<file path="src/sv/reader_writer_lock_arbiter_unit_defines.svh">
// Assertion macros for the reader/writer lock arbiter.
// Included by the modules that check their own logic; depends on nothing.
`ifndef READER_WRITER_LOCK_ARBITER_UNIT_DEFINES_SVH
`define READER_WRITER_LOCK_ARBITER_UNIT_DEFINES_SVH
`ifndef SYNTHESIS
// Property that must hold at every edge outside reset
`define RWLA_ASSERT(label, clk, rst, prop) \
   label: assert property (@(posedge clk) disable iff (rst) (prop)) \
      else $error("rwla assertion failed");
// Consequent that must hold in the cycle after the antecedent
`define RWLA_ASSERT_NEXT(label, clk, rst, ante, cons) \
   label: assert property (@(posedge clk) disable iff (rst) (ante) |=> (cons)) \
      else $error("rwla assertion failed");
`else
`define RWLA_ASSERT(label, clk, rst, prop)
`define RWLA_ASSERT_NEXT(label, clk, rst, ante, cons)
`endif
`endif

</file>
<file path="src/sv/rwla_pkg.sv">
// Shared types and constants of the reader/writer lock arbiter.
// Used by the controller, the datapath and the top level; depends on nothing.
package rwla_pkg;

   localparam int QUEUE_DEPTH_DEF        = 16;
   localparam int ID_WIDTH_DEF           = 8;
   localparam int READER_COUNT_WIDTH_DEF = 8;

   localparam int FUNC_WIDTH   = 2;
   localparam int STATUS_WIDTH = 4;

   // Request codes
   localparam logic [FUNC_WIDTH-1:0] FUNC_ACQ_READ  = 2'd0;
   localparam logic [FUNC_WIDTH-1:0] FUNC_ACQ_WRITE = 2'd1;
   localparam logic [FUNC_WIDTH-1:0] FUNC_RELEASE   = 2'd2;

   // Result codes
   localparam logic [STATUS_WIDTH-1:0] ST_READ_GRANT      = 4'd0;
   localparam logic [STATUS_WIDTH-1:0] ST_WRITE_GRANT     = 4'd1;
   localparam logic [STATUS_WIDTH-1:0] ST_READ_QUEUED     = 4'd2;
   localparam logic [STATUS_WIDTH-1:0] ST_WRITE_QUEUED    = 4'd3;
   localparam logic [STATUS_WIDTH-1:0] ST_RELEASED        = 4'd4;
   localparam logic [STATUS_WIDTH-1:0] ST_QUEUE_FULL      = 4'd5;
   localparam logic [STATUS_WIDTH-1:0] ST_BAD_RELEASE     = 4'd6;
   localparam logic [STATUS_WIDTH-1:0] ST_ALREADY_WRITER  = 4'd7;
   localparam logic [STATUS_WIDTH-1:0] ST_READER_OVERFLOW = 4'd8;

   // Datapath operations issued by the controller
   typedef enum logic [1:0] {
      OP_NONE,
      OP_EVAL,
      OP_WGRANT,
      OP_RGRANT
   } op_type;

   typedef struct packed {
      logic   load_req;
      op_type op;
   } cmd_type;

   typedef struct packed {
      logic func_none;
      logic out_free;
      logic wake_w;
      logic wake_r;
      logic rd_last;
   } sts_type;

endpackage

</file>
<file path="src/sv/rwla_fifo.sv">
// Queue of waiting requester ids with a registered head read.
// Stand-alone; takes the assertion macros from the defines header.
`include "reader_writer_lock_arbiter_unit_defines.svh"
module rwla_fifo #(
   parameter int DEPTH = 16,
   parameter int WIDTH = 8,
   localparam int HW = (DEPTH > 1) ? $clog2(DEPTH) : 1,
   localparam int CW = $clog2(DEPTH + 1)
) (
   input  logic             clock,
   input  logic             reset,
   input  logic             push,
   input  logic [WIDTH-1:0] push_data,
   input  logic             pop,
   output logic [CW-1:0]    count,
   output logic             full,
   output logic [WIDTH-1:0] head_data
);

   localparam int SW = CW + 1;

   logic [WIDTH-1:0] mem [DEPTH];
   logic [HW-1:0]    head_ff, head_in;
   logic [CW-1:0]    count_ff, count_in;
   logic [WIDTH-1:0] rd_ff;
   logic [SW-1:0]    tail_sum;
   logic [HW-1:0]    tail;

   // Locate the write slot behind the last waiting entry
   always_comb begin
      tail_sum = SW'(head_ff) + SW'(count_ff);
      if (tail_sum >= SW'(DEPTH)) begin
         tail = HW'(tail_sum - SW'(DEPTH));
      end else begin
         tail = HW'(tail_sum);
      end
   end

   // Advance head and count
   always_comb begin
      head_in  = head_ff;
      count_in = count_ff;
      if (pop) begin
         head_in = (head_ff == HW'(DEPTH - 1)) ? '0 : head_ff + HW'(1);
      end
      if (push && !pop) begin
         count_in = count_ff + CW'(1);
      end else if (pop && !push) begin
         count_in = count_ff - CW'(1);
      end
   end

   always_ff @(posedge clock) begin
      if (reset) begin
         head_ff  <= '0;
         count_ff <= '0;
      end else begin
         head_ff  <= head_in;
         count_ff <= count_in;
      end
   end

   // Write on push; prefetch the entry at the next head
   always_ff @(posedge clock) begin
      if (push) begin
         mem[tail] <= push_data;
      end
      rd_ff <= mem[head_in];
   end

   assign count     = count_ff;
   assign full      = (count_ff == CW'(DEPTH));
   assign head_data = rd_ff;

   `RWLA_ASSERT(a_no_push_full, clock, reset, !(push && full))
   `RWLA_ASSERT(a_no_pop_empty, clock, reset, !(pop && count_ff == '0))
   `RWLA_ASSERT(a_count_range, clock, reset, count_ff <= CW'(DEPTH))
   `RWLA_ASSERT_NEXT(a_push_grows, clock, reset, push && !pop, count_ff == $past(count_ff) + 1'b1)

endmodule

</file>
<file path="src/sv/rwla_datapath.sv">
// Lock state, wait queues, request latch and result register of the arbiter.
// Depends on rwla_pkg and rwla_fifo; driven by commands from rwla_ctrl.
module rwla_datapath #(
   parameter int QUEUE_DEPTH        = rwla_pkg::QUEUE_DEPTH_DEF,
   parameter int ID_WIDTH           = rwla_pkg::ID_WIDTH_DEF,
   parameter int READER_COUNT_WIDTH = rwla_pkg::READER_COUNT_WIDTH_DEF
) (
   input  logic                              clock,
   input  logic                              reset,
   input  rwla_pkg::cmd_type                 cmd,
   output rwla_pkg::sts_type                 sts,
   input  logic [rwla_pkg::FUNC_WIDTH-1:0]   req_func,
   input  logic [ID_WIDTH-1:0]               req_requester_id,
   input  logic                              csr_valid,
   input  logic                              csr_write_priority,
   output logic                              rsp_valid,
   input  logic                              rsp_ready,
   output logic [rwla_pkg::STATUS_WIDTH-1:0] rsp_status,
   output logic [ID_WIDTH-1:0]               rsp_who,
   output logic                              rsp_last
);

   localparam int CW  = $clog2(QUEUE_DEPTH + 1);
   localparam int RCW = READER_COUNT_WIDTH;

   logic                              wp_ff;
   logic [RCW-1:0]                    rc_ff, rc_in;
   logic                              held_ff, held_in;
   logic [ID_WIDTH-1:0]               wid_ff, wid_in;
   logic [rwla_pkg::FUNC_WIDTH-1:0]   func_ff;
   logic [ID_WIDTH-1:0]               id_ff;
   logic                              rsp_valid_ff;
   logic [rwla_pkg::STATUS_WIDTH-1:0] rsp_status_ff;
   logic [ID_WIDTH-1:0]               rsp_who_ff;
   logic                              rsp_last_ff;

   logic                              push_r, push_w, pop_r, pop_w;
   logic [CW-1:0]                     r_count, w_count;
   logic                              r_full, w_full;
   logic [ID_WIDTH-1:0]               r_head, w_head;

   logic                              load_out;
   logic [rwla_pkg::STATUS_WIDTH-1:0] st_sel;
   logic [ID_WIDTH-1:0]               who_sel;
   logic                              last_sel;

   logic wmatch, rc_max, rd_wait, wake, wake_w, wake_r;

   rwla_fifo #(.DEPTH(QUEUE_DEPTH), .WIDTH(ID_WIDTH)) u_read_q (
      .clock     (clock),
      .reset     (reset),
      .push      (push_r),
      .push_data (id_ff),
      .pop       (pop_r),
      .count     (r_count),
      .full      (r_full),
      .head_data (r_head)
   );

   rwla_fifo #(.DEPTH(QUEUE_DEPTH), .WIDTH(ID_WIDTH)) u_write_q (
      .clock     (clock),
      .reset     (reset),
      .push      (push_w),
      .push_data (id_ff),
      .pop       (pop_w),
      .count     (w_count),
      .full      (w_full),
      .head_data (w_head)
   );

   // Decode the latched request against the lock state
   assign wmatch  = held_ff && (wid_ff == id_ff);
   assign rc_max  = &rc_ff;
   assign rd_wait = (rc_ff == '0) ? held_ff : (wp_ff && (w_count != '0));
   assign wake    = (func_ff == rwla_pkg::FUNC_RELEASE) && (wmatch || rc_ff == RCW'(1));
   assign wake_w  = wake && (w_count != '0) && (wp_ff || r_count == '0);
   assign wake_r  = wake && (r_count != '0) && (!wp_ff || w_count == '0);

   // Work out the state update and the result of the current operation
   always_comb begin
      rc_in    = rc_ff;
      held_in  = held_ff;
      wid_in   = wid_ff;
      push_r   = 1'b0;
      push_w   = 1'b0;
      pop_r    = 1'b0;
      pop_w    = 1'b0;
      load_out = 1'b0;
      st_sel   = rwla_pkg::ST_READ_GRANT;
      who_sel  = id_ff;
      last_sel = 1'b1;
      case (cmd.op)
         rwla_pkg::OP_EVAL: begin
            load_out = 1'b1;
            last_sel = !(wake_w || wake_r);
            case (func_ff)
               rwla_pkg::FUNC_ACQ_READ: begin
                  if (rd_wait) begin
                     if (r_full) begin
                        st_sel = rwla_pkg::ST_QUEUE_FULL;
                     end else begin
                        st_sel = rwla_pkg::ST_READ_QUEUED;
                        push_r = 1'b1;
                     end
                  end else if (rc_max) begin
                     st_sel = rwla_pkg::ST_READER_OVERFLOW;
                  end else begin
                     st_sel = rwla_pkg::ST_READ_GRANT;
                     rc_in  = rc_ff + RCW'(1);
                  end
               end
               rwla_pkg::FUNC_ACQ_WRITE: begin
                  if (wmatch) begin
                     st_sel = rwla_pkg::ST_ALREADY_WRITER;
                  end else if (held_ff || rc_ff != '0) begin
                     if (w_full) begin
                        st_sel = rwla_pkg::ST_QUEUE_FULL;
                     end else begin
                        st_sel = rwla_pkg::ST_WRITE_QUEUED;
                        push_w = 1'b1;
                     end
                  end else begin
                     st_sel  = rwla_pkg::ST_WRITE_GRANT;
                     held_in = 1'b1;
                     wid_in  = id_ff;
                  end
               end
               rwla_pkg::FUNC_RELEASE: begin
                  if (wmatch) begin
                     st_sel  = rwla_pkg::ST_RELEASED;
                     held_in = 1'b0;
                     wid_in  = '0;
                  end else if (rc_ff == '0) begin
                     st_sel = rwla_pkg::ST_BAD_RELEASE;
                  end else begin
                     st_sel = rwla_pkg::ST_RELEASED;
                     rc_in  = rc_ff - RCW'(1);
                  end
               end
               default: begin
                  load_out = 1'b0;
               end
            endcase
         end
         rwla_pkg::OP_WGRANT: begin
            load_out = 1'b1;
            pop_w    = 1'b1;
            held_in  = 1'b1;
            wid_in   = w_head;
            st_sel   = rwla_pkg::ST_WRITE_GRANT;
            who_sel  = w_head;
         end
         rwla_pkg::OP_RGRANT: begin
            load_out = 1'b1;
            pop_r    = 1'b1;
            who_sel  = r_head;
            last_sel = (r_count == CW'(1));
            if (rc_max) begin
               st_sel = rwla_pkg::ST_READER_OVERFLOW;
            end else begin
               st_sel = rwla_pkg::ST_READ_GRANT;
               rc_in  = rc_ff + RCW'(1);
            end
         end
         default: begin
         end
      endcase
   end

   // Hold lock state and priority mode
   always_ff @(posedge clock) begin
      if (reset) begin
         wp_ff   <= 1'b0;
         rc_ff   <= '0;
         held_ff <= 1'b0;
         wid_ff  <= '0;
      end else begin
         if (csr_valid) begin
            wp_ff <= csr_write_priority;
         end
         rc_ff   <= rc_in;
         held_ff <= held_in;
         wid_ff  <= wid_in;
      end
   end

   // Latch the accepted request beat
   always_ff @(posedge clock) begin
      if (cmd.load_req) begin
         func_ff <= req_func;
         id_ff   <= req_requester_id;
      end
   end

   // Result register: load a beat, drop it once taken
   always_ff @(posedge clock) begin
      if (reset) begin
         rsp_valid_ff <= 1'b0;
      end else if (load_out) begin
         rsp_valid_ff <= 1'b1;
      end else if (rsp_ready) begin
         rsp_valid_ff <= 1'b0;
      end
   end

   always_ff @(posedge clock) begin
      if (load_out) begin
         rsp_status_ff <= st_sel;
         rsp_who_ff    <= who_sel;
         rsp_last_ff   <= last_sel;
      end
   end

   assign rsp_valid  = rsp_valid_ff;
   assign rsp_status = rsp_status_ff;
   assign rsp_who    = rsp_who_ff;
   assign rsp_last   = rsp_last_ff;

   always_comb begin
      sts.func_none = (func_ff != rwla_pkg::FUNC_ACQ_READ) &&
                      (func_ff != rwla_pkg::FUNC_ACQ_WRITE) &&
                      (func_ff != rwla_pkg::FUNC_RELEASE);
      sts.out_free  = !rsp_valid_ff || rsp_ready;
      sts.wake_w    = wake_w;
      sts.wake_r    = wake_r;
      sts.rd_last   = (r_count == CW'(1));
   end

endmodule

</file>
<file path="src/sv/rwla_ctrl.sv">
// Sequencer of the arbiter: accept, evaluate, then hand-off or reader drain.
// Depends on rwla_pkg; commands the datapath through cmd_type.
module rwla_ctrl (
   input  logic              clock,
   input  logic              reset,
   input  logic              req_valid,
   output logic              req_ready,
   input  rwla_pkg::sts_type sts,
   output rwla_pkg::cmd_type cmd
);

   typedef enum logic [1:0] {
      S_IDLE,
      S_EVAL,
      S_WGRANT,
      S_RDRAIN
   } state_type;

   state_type state_ff, state_in;

   // Choose the next step and the datapath command
   always_comb begin
      state_in     = state_ff;
      cmd.load_req = 1'b0;
      cmd.op       = rwla_pkg::OP_NONE;
      req_ready    = 1'b0;
      case (state_ff)
         S_IDLE: begin
            req_ready = 1'b1;
            if (req_valid) begin
               cmd.load_req = 1'b1;
               state_in     = S_EVAL;
            end
         end
         S_EVAL: begin
            if (sts.func_none) begin
               state_in = S_IDLE;
            end else if (sts.out_free) begin
               cmd.op = rwla_pkg::OP_EVAL;
               if (sts.wake_w) begin
                  state_in = S_WGRANT;
               end else if (sts.wake_r) begin
                  state_in = S_RDRAIN;
               end else begin
                  state_in = S_IDLE;
               end
            end
         end
         S_WGRANT: begin
            if (sts.out_free) begin
               cmd.op   = rwla_pkg::OP_WGRANT;
               state_in = S_IDLE;
            end
         end
         S_RDRAIN: begin
            if (sts.out_free) begin
               cmd.op = rwla_pkg::OP_RGRANT;
               if (sts.rd_last) begin
                  state_in = S_IDLE;
               end
            end
         end
         default: begin
            state_in = S_IDLE;
         end
      endcase
   end

   always_ff @(posedge clock) begin
      if (reset) begin
         state_ff <= S_IDLE;
      end else begin
         state_ff <= state_in;
      end
   end

endmodule

</file>
<file path="src/sv/reader_writer_lock_arbiter_unit.sv">
// Reader/writer lock arbiter with selectable reader or writer priority.
// Channels: req_ (func, requester_id) in, rsp_ (status, who, last) out,
// csr_ writes the write_priority bit and is always ready.
// A request beat is taken only while the sequencer is idle. Then, in the
// evaluate state, its own result is loaded into the output register once
// the register is free: a request passes an accept step and an evaluate step.
// A release that wakes a queued writer adds a hand-off step; one that wakes
// queued readers then drains the reader queue, one entry a cycle while the
// receiver keeps up. rsp_last marks the final result beat of each request;
// an unused func code gives no result. A stalled receiver holds the output
// register, and the sequencer waits with it, so no result is lost. The wait
// queues read their head through a registered port that prefetches the next
// entry while draining.
// Reset is synchronous: the lock is free, both queues empty, reader priority
// selected; queue entries need no clearing.
// Write csr_ only while no request is in progress.
module reader_writer_lock_arbiter_unit #(
   parameter int QUEUE_DEPTH        = rwla_pkg::QUEUE_DEPTH_DEF,
   parameter int ID_WIDTH           = rwla_pkg::ID_WIDTH_DEF,
   parameter int READER_COUNT_WIDTH = rwla_pkg::READER_COUNT_WIDTH_DEF
) (
   input  logic                              clock,
   input  logic                              reset,
   input  logic                              req_valid,
   output logic                              req_ready,
   input  logic [rwla_pkg::FUNC_WIDTH-1:0]   req_func,
   input  logic [ID_WIDTH-1:0]               req_requester_id,
   output logic                              rsp_valid,
   input  logic                              rsp_ready,
   output logic [rwla_pkg::STATUS_WIDTH-1:0] rsp_status,
   output logic [ID_WIDTH-1:0]               rsp_who,
   output logic                              rsp_last,
   input  logic                              csr_valid,
   output logic                              csr_ready,
   input  logic                              csr_write_priority
);

   rwla_pkg::cmd_type cmd;
   rwla_pkg::sts_type sts;

   assign csr_ready = 1'b1;

   rwla_ctrl u_ctrl (
      .clock     (clock),
      .reset     (reset),
      .req_valid (req_valid),
      .req_ready (req_ready),
      .sts       (sts),
      .cmd       (cmd)
   );

   rwla_datapath #(
      .QUEUE_DEPTH        (QUEUE_DEPTH),
      .ID_WIDTH           (ID_WIDTH),
      .READER_COUNT_WIDTH (READER_COUNT_WIDTH)
   ) u_datapath (
      .clock              (clock),
      .reset              (reset),
      .cmd                (cmd),
      .sts                (sts),
      .req_func           (req_func),
      .req_requester_id   (req_requester_id),
      .csr_valid          (csr_valid),
      .csr_write_priority (csr_write_priority),
      .rsp_valid          (rsp_valid),
      .rsp_ready          (rsp_ready),
      .rsp_status         (rsp_status),
      .rsp_who            (rsp_who),
      .rsp_last           (rsp_last)
   );

endmodule
</file>
<file path="config.mk">
export PLATFORM = sky130hd
export DESIGN_NAME = reader_writer_lock_arbiter_unit
export DESIGN_NICKNAME = d
export VERILOG_FILES = /design/src/sv/rwla_pkg.sv /design/src/sv/rwla_fifo.sv /design/src/sv/rwla_datapath.sv /design/src/sv/rwla_ctrl.sv /design/src/sv/reader_writer_lock_arbiter_unit.sv
export VERILOG_INCLUDE_DIRS = /design/src /design/src/sv
export SDC_FILE = /design/constraint.sdc
export NUM_CORES = 1
export LEC_CHECK = 0
export ABC_AREA = 1
export BUFFER_PORTS_ARGS = -buffer_cell sky130_fd_sc_hd__buf_2
export CAP_MARGIN = 40
export CORE_ASPECT_RATIO = 1.1
export CORE_MARGIN = 2
export CORE_UTILIZATION = 60
export CTS_BUF_LIST = sky130_fd_sc_hd__clkbuf_16
export CTS_CLUSTER_DIAMETER = 40
export DETAILED_ROUTE_END_ITERATION = 7
export PLACE_DENSITY = 0.79
export SYNTH_ARGS = -nofsm -noshare
export SYNTH_HDL_FRONTEND = slang
export SYNTH_SLANG_ARGS = --single-unit
</file>
<file path="constraint.sdc">
create_clock -name clock -period 3.85 [get_ports clock]
set_clock_uncertainty 0.2 [all_clocks]
set_input_delay 0 -clock clock [delete_from_list [all_inputs] [get_ports clock]]
set_output_delay 0 -clock clock [all_outputs]
set_load 0.005 [all_outputs]
</file>
* Word level (Yosys, flattened, before mapping)
Memories as Yosys holds them, arrays and structs flattened. A register that Yosys moved wholly into a read port is not among the register bits. Cells that the tools add are included. Widths: inputs -> output; s select.
Word-level totals: register bits after elaboration 62, memory bits (writable) 256, input port bits 16, output and inout port bits 16, word-level logic and storage cells 182, memories kept 2
Memories:
- u_datapath.u_read_q.mem | words 16, bits a word 8, rd ports 1, clocked after Yosys merged registers in 1, write ports 1, line rwla_fifo.sv:22 | logic [WIDTH-1:0] mem [DEPTH];
- u_datapath.u_write_q.mem | words 16, bits a word 8, rd ports 1, clocked after Yosys merged registers in 1, write ports 1, line rwla_fifo.sv:22
Operators by class: add/sub/neg operators 12, magnitude comparators 2, equality and inequality tests 30, multiplexer cells 75, reductions and logical operators 46
Operators by type and width (number):
- $pmux 8 s2 | 5
- $mux 8 | 7
- $mux 4 | 10
- $mux 1 | 26
- $mux 2 | 12
- $pmux 4 s3 | 2
- $mux 5 | 4
- $ne 3x3->1 const B | 6
- $reduce_and 5->1 | 3
- $logic_and 1x1->1 | 13
- $add 4x5->6 | 2
- $ge 6x5->1 const B | 2
- $reduce_bool 2->1 | 6
- $add 5x1->5 const B | 2
- $eq 2x2->1 const B | 5
- $eq 5x5->1 const B | 2
- $logic_not 5->1 | 2
- $ne 2x2->1 const B | 5
- $reduce_bool 5->1 | 2
- $sub 5x1->5 const B | 2
- $mux 3 | 3
- $ne 3x2->1 const B | 3
- $add 4x1->4 const B | 2
- $add 8x1->8 const B | 1
- 19 further kinds | 38

* Logic depth before layout (Yosys ltp)
depth after elaboration 11, depth in mapped cells 21

* Modules after synthesis
Synthesis repeated with hierarchy kept, for this count alone.
Second synthesis, totals: cell total of the unflattened synthesis 1689, area total of the unflattened synthesis 16113.0 um2
Modules (own cells, without submodules):
- rwla_fifo at u_datapath.u_read_q | instances 1, cells each 646, area an instance 6542.5 um2
- rwla_fifo at u_datapath.u_write_q | instances 1, cells each 609, area an instance 6507.5 um2
- rwla_datapath | instances 1, cells each 400, area an instance 2864.0 um2
- rwla_ctrl | instances 1, cells each 32, area an instance 187.7 um2
- reader_writer_lock_arbiter_unit | instances 1, cells each 2, area an instance 11.3 um2

* Worst setup path after synthesis
OpenSTA, ideal clock, no wires.
kind reg2reg, start reg u_datapath.func_ff[0] (netlist name), end reg u_datapath.u_write_q.count_ff[4] (netlist: u_datapath.u_write_q.count[4]), arrival 3116 ps, setup slack 414 ps, cell stages (with the launch flop) 22, path buffers 0, period minus slack after synthesis 3436 ps, cells stage by stage edfxtp_1 -> nand2_1 -> inv_1 -> nor2_1 -> o21ai_2 -> inv_1 -> ha_1 -> inv_2 -> nor3_2 -> nand2_1 -> nor2_4 -> ha_1 -> inv_1 -> fa_1 -> a21oi_1 -> nor2_1 -> nor2_1 -> nor2_1 -> nor2_1 -> nand2_1 -> o21ai_0 -> a21oi_1
On the way: word-level cells in the longest chain between the ends 10, elaborated cells on any way between the ends 19
Ends and longest elaborated chain:
- start, declared | line rwla_datapath.sv:30 | logic [rwla_pkg::FUNC_WIDTH-1:0] func_ff;
- start signal, assigned | line rwla_datapath.sv:190 | func_ff <= req_func;
- $ne 2x1->1 / $reduce_bool 2->1 (equally long branches) | line rwla_datapath.sv:221, rwla_datapath.sv:220
- $logic_and 1x1->1 | line rwla_datapath.sv:220 | sts.func_none = (func_ff != rwla_pkg::FUNC_ACQ_READ) &&
- $logic_and 1x1->1 | line rwla_datapath.sv:221 | (func_ff != rwla_pkg::FUNC_ACQ_WRITE) &&
- $mux 2 | line rwla_ctrl.sv:36 | if (sts.func_none) begin
- $pmux 2 s3 | line rwla_ctrl.sv:27 | case (state_ff)
- $eq 2x2->1 / $eq 2x1->1 (equally long branches) | line rwla_datapath.sv:92 | case (cmd.op)
- $mux 1 | line rwla_datapath.sv:92
- $logic_not 1->1, on equally long branches | line rwla_fifo.sv:46, rwla_fifo.sv:48
- $logic_and 1x1->1, on equally long branches | line rwla_fifo.sv:46, rwla_fifo.sv:48
- $mux 5 / $reduce_bool 2->1 (equally long branches)
- end signal, assigned | line rwla_fifo.sv:59 | count_ff <= count_in;
- end, declared | line rwla_fifo.sv:24 | logic [CW-1:0] count_ff, count_in;
Parallel ways exist; a longest one is shown, timed or not. A chain may end at the register's enable or synchronous reset.

* Worst setup path in the final report
start reg u_datapath.func_ff[1] (netlist name), end reg u_datapath.u_write_q.count_ff[4] (netlist: u_datapath.u_write_q.count[4])
The elaborated chain is that of the path after synthesis.

==> impl_metrics.tcl <==
set metrics [dict create \
    status "finished clean" \
    synth-edff-count 279 \
    hold_viol 0 \
    antenna_cells 0 \
    ant_nets 0 \
    endpoint_kind "flip-flop" \
    yosysSeqAreaShare_pct 61.2 \
    ir_worst_vdd_mv 0.592 \
    ys_ff_latch 334 \
    syn_avg_cell_area_um2 9.90 \
    post-route-period-util_pct 91.2 \
    wl_per_cell_um 17.8 \
    drive_above_1_share_pct 11.0 \
    required_ns 4.06 \
    clock_sinks 334 \
    slew_viol_final 0 \
    clockBufferDepth 3 \
    fin_area_um2 17400 \
    drtPass1Iterations 7 \
    syn_nets 1607 \
    dieHeight_um 172 \
    ys_async_sr_fraction_pct 0 \
    critical_path_class "reg2reg" \
    powerDensity_nw_per_um2 472 \
    nNetsFinal 1663 \
    routed_via_density 5.71 \
    initial_core_util_pct 61.1 \
    startpoint_type "flip-flop" \
    ys_types 48 \
    grt_usage_pct 26.6 \
    post-route-util_pct 68.5 \
    grt_max_degree 74 \
    worst_slew_pin_slew_ns 0.872 \
    grt_use_met2_pct 46.3 \
    startpoint "u_datapath.func_ff[1]" \
    grt-ovfl-total 0 \
    hold_class "in2reg" \
    dieArea_um2 27100 \
    portBuffers 30 \
    maxCapViolations 0 \
    vias 11395 \
    fin_cells 1997 \
    rsz0062_at_grt "false" \
    clkLatencyLatePin_ns 0.52 \
    synth_area_um2 15500 \
    finalSetupViolCount 0 \
    area_delta_synth_final_pct 12.1 \
    place_inst 1904 \
    place_worst_setup_slack_ns 0.212 \
    wl_um 35500 \
    synth_area_leaders "edfxtp_1, nand2_1, nand3_1" \
    ys.flop_type "edfxtp_1" \
    setup_slack_ns 0.338 \
    cts_tree "done" \
    ff_latch_area_um2 9480 \
    cts_buffers 40 \
    die_x_um 157 \
    met3_usage_pct 3.78 \
    coreArea_um2 25300 \
    antenna_found_initial 0 \
    synth_top_cell_by_area "edfxtp_1" \
    multi_input_area_um2 5130 \
    gp_congestion 0.920 \
    grt-busiest-layer "met2" \
    clk_pin_slew_ns 0.06 \
    fin_hold_ws_ns 0.0111 \
    finalPower_mw 8.19 \
    htreeDepth 2 \
    cp.arrival_ns 3.72 \
    grt_pass1_wl_um 55900 \
    rows 61 \
    synth_cells 1564 \
    drc_errors 0 \
    dp_hpwl_um 22100 \
    synth.most_common_cell "nand2_1" \
    r2r_start "u_datapath.func_ff[1]" \
    tns_ns 0 \
    period_needed_ns 3.51 \
    synth_common_cells "nand2_1, edfxtp_1, nand3_1, nor2_1, inv_1" \
    grt_pass1_vias 11028 \
    drtIter0Drc 1178 \
    p_leak_nw 7.16 \
    hp-start "req_func[0]" \
    cp_max_fo 5 \
    gr-usage-met1_pct 33.4 \
    cts.root.buffer_cell "clkbuf_16" \
    max_freq_mhz 285 \
    yosys_warnings 0 \
    ioPinCount 32 \
    fillers 1908 \
    synth_top_area_share_pct 54.1 \
    relSlewSlack_pct 41.7 \
    placedInstanceArea_um2 15900 \
]
## metal layers
layer | wire length [µm] | share of wire, % | vias to the layer above
met5 | 0 | 0 | -
met4 | 1430 | 4.0 | 0
li1 | - | - | 5408
met1 | 13900 | 39 | 5378
met3 | 2370 | 6.7 | 103
met2 | 17800 | 50 | 506
## timing repair
| item | 4_1_cts | 5_1_grt |
|---|---|---|
| endpoints found under the setup margin | 0 | 1 |
| hold buffers | 18 | 0 |
| buffers inserted | 0 | 2 |
| hold endpoints to repair | 41 | 0 |
| resized for setup | 0 | 1 |
## area by class of cell
class	count	share of cell area (%)
Sequential cell	334	54.6
Multi-Input combinational cell	1049	29.6
Clock buffer	41	5.91
Timing Repair Buffer	81	3.33
Inverter	114	2.49
Tap cell	346	2.49
Clock inverter	32	1.62
## report_power, final
part	internal, mW	total [mW]	switching, mW
Sequential	3.97	4.01	0.0412
Clock	2.22	3.67	1.45
Combinational	0.170	0.510	0.340
Total	6.36	8.19	1.83
## critical path, stage by stage (launching register included)
cell and delay (ns):
edfxtp_1 0.41, nand2_1 0.09, inv_1 0.06, nor2_2 0.13
o21ai_2 0.10, inv_1 0.12, ha_1 0.20, inv_2 0.09
nor3_2 0.17, nand2_1 0.10, nor2_4 0.19, ha_1 0.23
inv_1 0.11, fa_1 0.42, a21oi_1 0.14, nor2_1 0.05
nor2_1 0.13, nor2_1 0.07, nor2_1 0.10, nand2_1 0.07
o21ai_0 0.16, a21oi_1 0.06
## cell usage in the layout (no fill, tap or decap), types with 3 or more instances in the layout
cell and count:
nand2_1 517, edfxtp_1 279, nand3_1 238, nor2_1 104, inv_1 102, dfxtp_1 55, clkbuf_16 41, buf_4 33
buf_2 30, a21oi_1 25, o211ai_1 24, ha_1 24, o21ai_0 23, inv_2 18, dlygate4sd3_1 18, nand4_1 13
o31ai_1 10, xor2_1 9, nand2_2 7, clkinv_1 6, nor2_4 5, xnor2_1 5, inv_6 5, o21ai_2 4
nand2_4 4, nor3_1 4, nand3_2 4, bufinv_16 4, inv_4 3, fa_1 3, clkinv_4 3, clkinvlp_4 3
## sequential cells by signal (all words and copies together) (netlist names)
register,flops
u_datapath.u_read_q.mem,128
u_datapath.rsp_who,8
u_datapath.rc_ff,8
u_datapath.held_ff,1
u_datapath.rsp_last,1
u_datapath.u_write_q.mem,128
u_datapath.u_write_q.count,5
u_datapath.rsp_status,4
u_datapath.func_ff,2
u_datapath.wp_ff,1
u_datapath.id_ff,8
u_datapath.u_read_q.head_data,8
u_datapath.u_write_q.head_ff,4
u_datapath.u_read_q.count,5
u_datapath.wid_ff,8
u_datapath.u_read_q.head_ff,4
u_datapath.rsp_valid,1
u_ctrl.state_ff,2
u_datapath.u_write_q.head_data,8
## worst paths after layout
path / end / slack [ns] / cells after the start
worst min-delay path: u_datapath.func_ff[0] / 0.01 / 2
worst max register to register: u_datapath.u_write_q.count[4] / 0.34 / 21
worst max-delay path: u_datapath.u_write_q.count[4] / 0.34 / 21
worst min register to register: u_datapath.wid_ff[2] / 0.30 / 2
## kinds of logic after synthesis
kind of cell	Yosys count	share of synthesized area [%]
buffers and inverters	181	5.74
xor gates and xnor gates	16	1.07
AOI/OAI and AO/OA	96	4.11
adders and majority gates	27	2.33
muxes	1	0.0646
other	1	0.0242
and+or+nand+nor	908	25.4
DFF	334	61.2
Note: power is estimated with default switching activity, not from simulation.
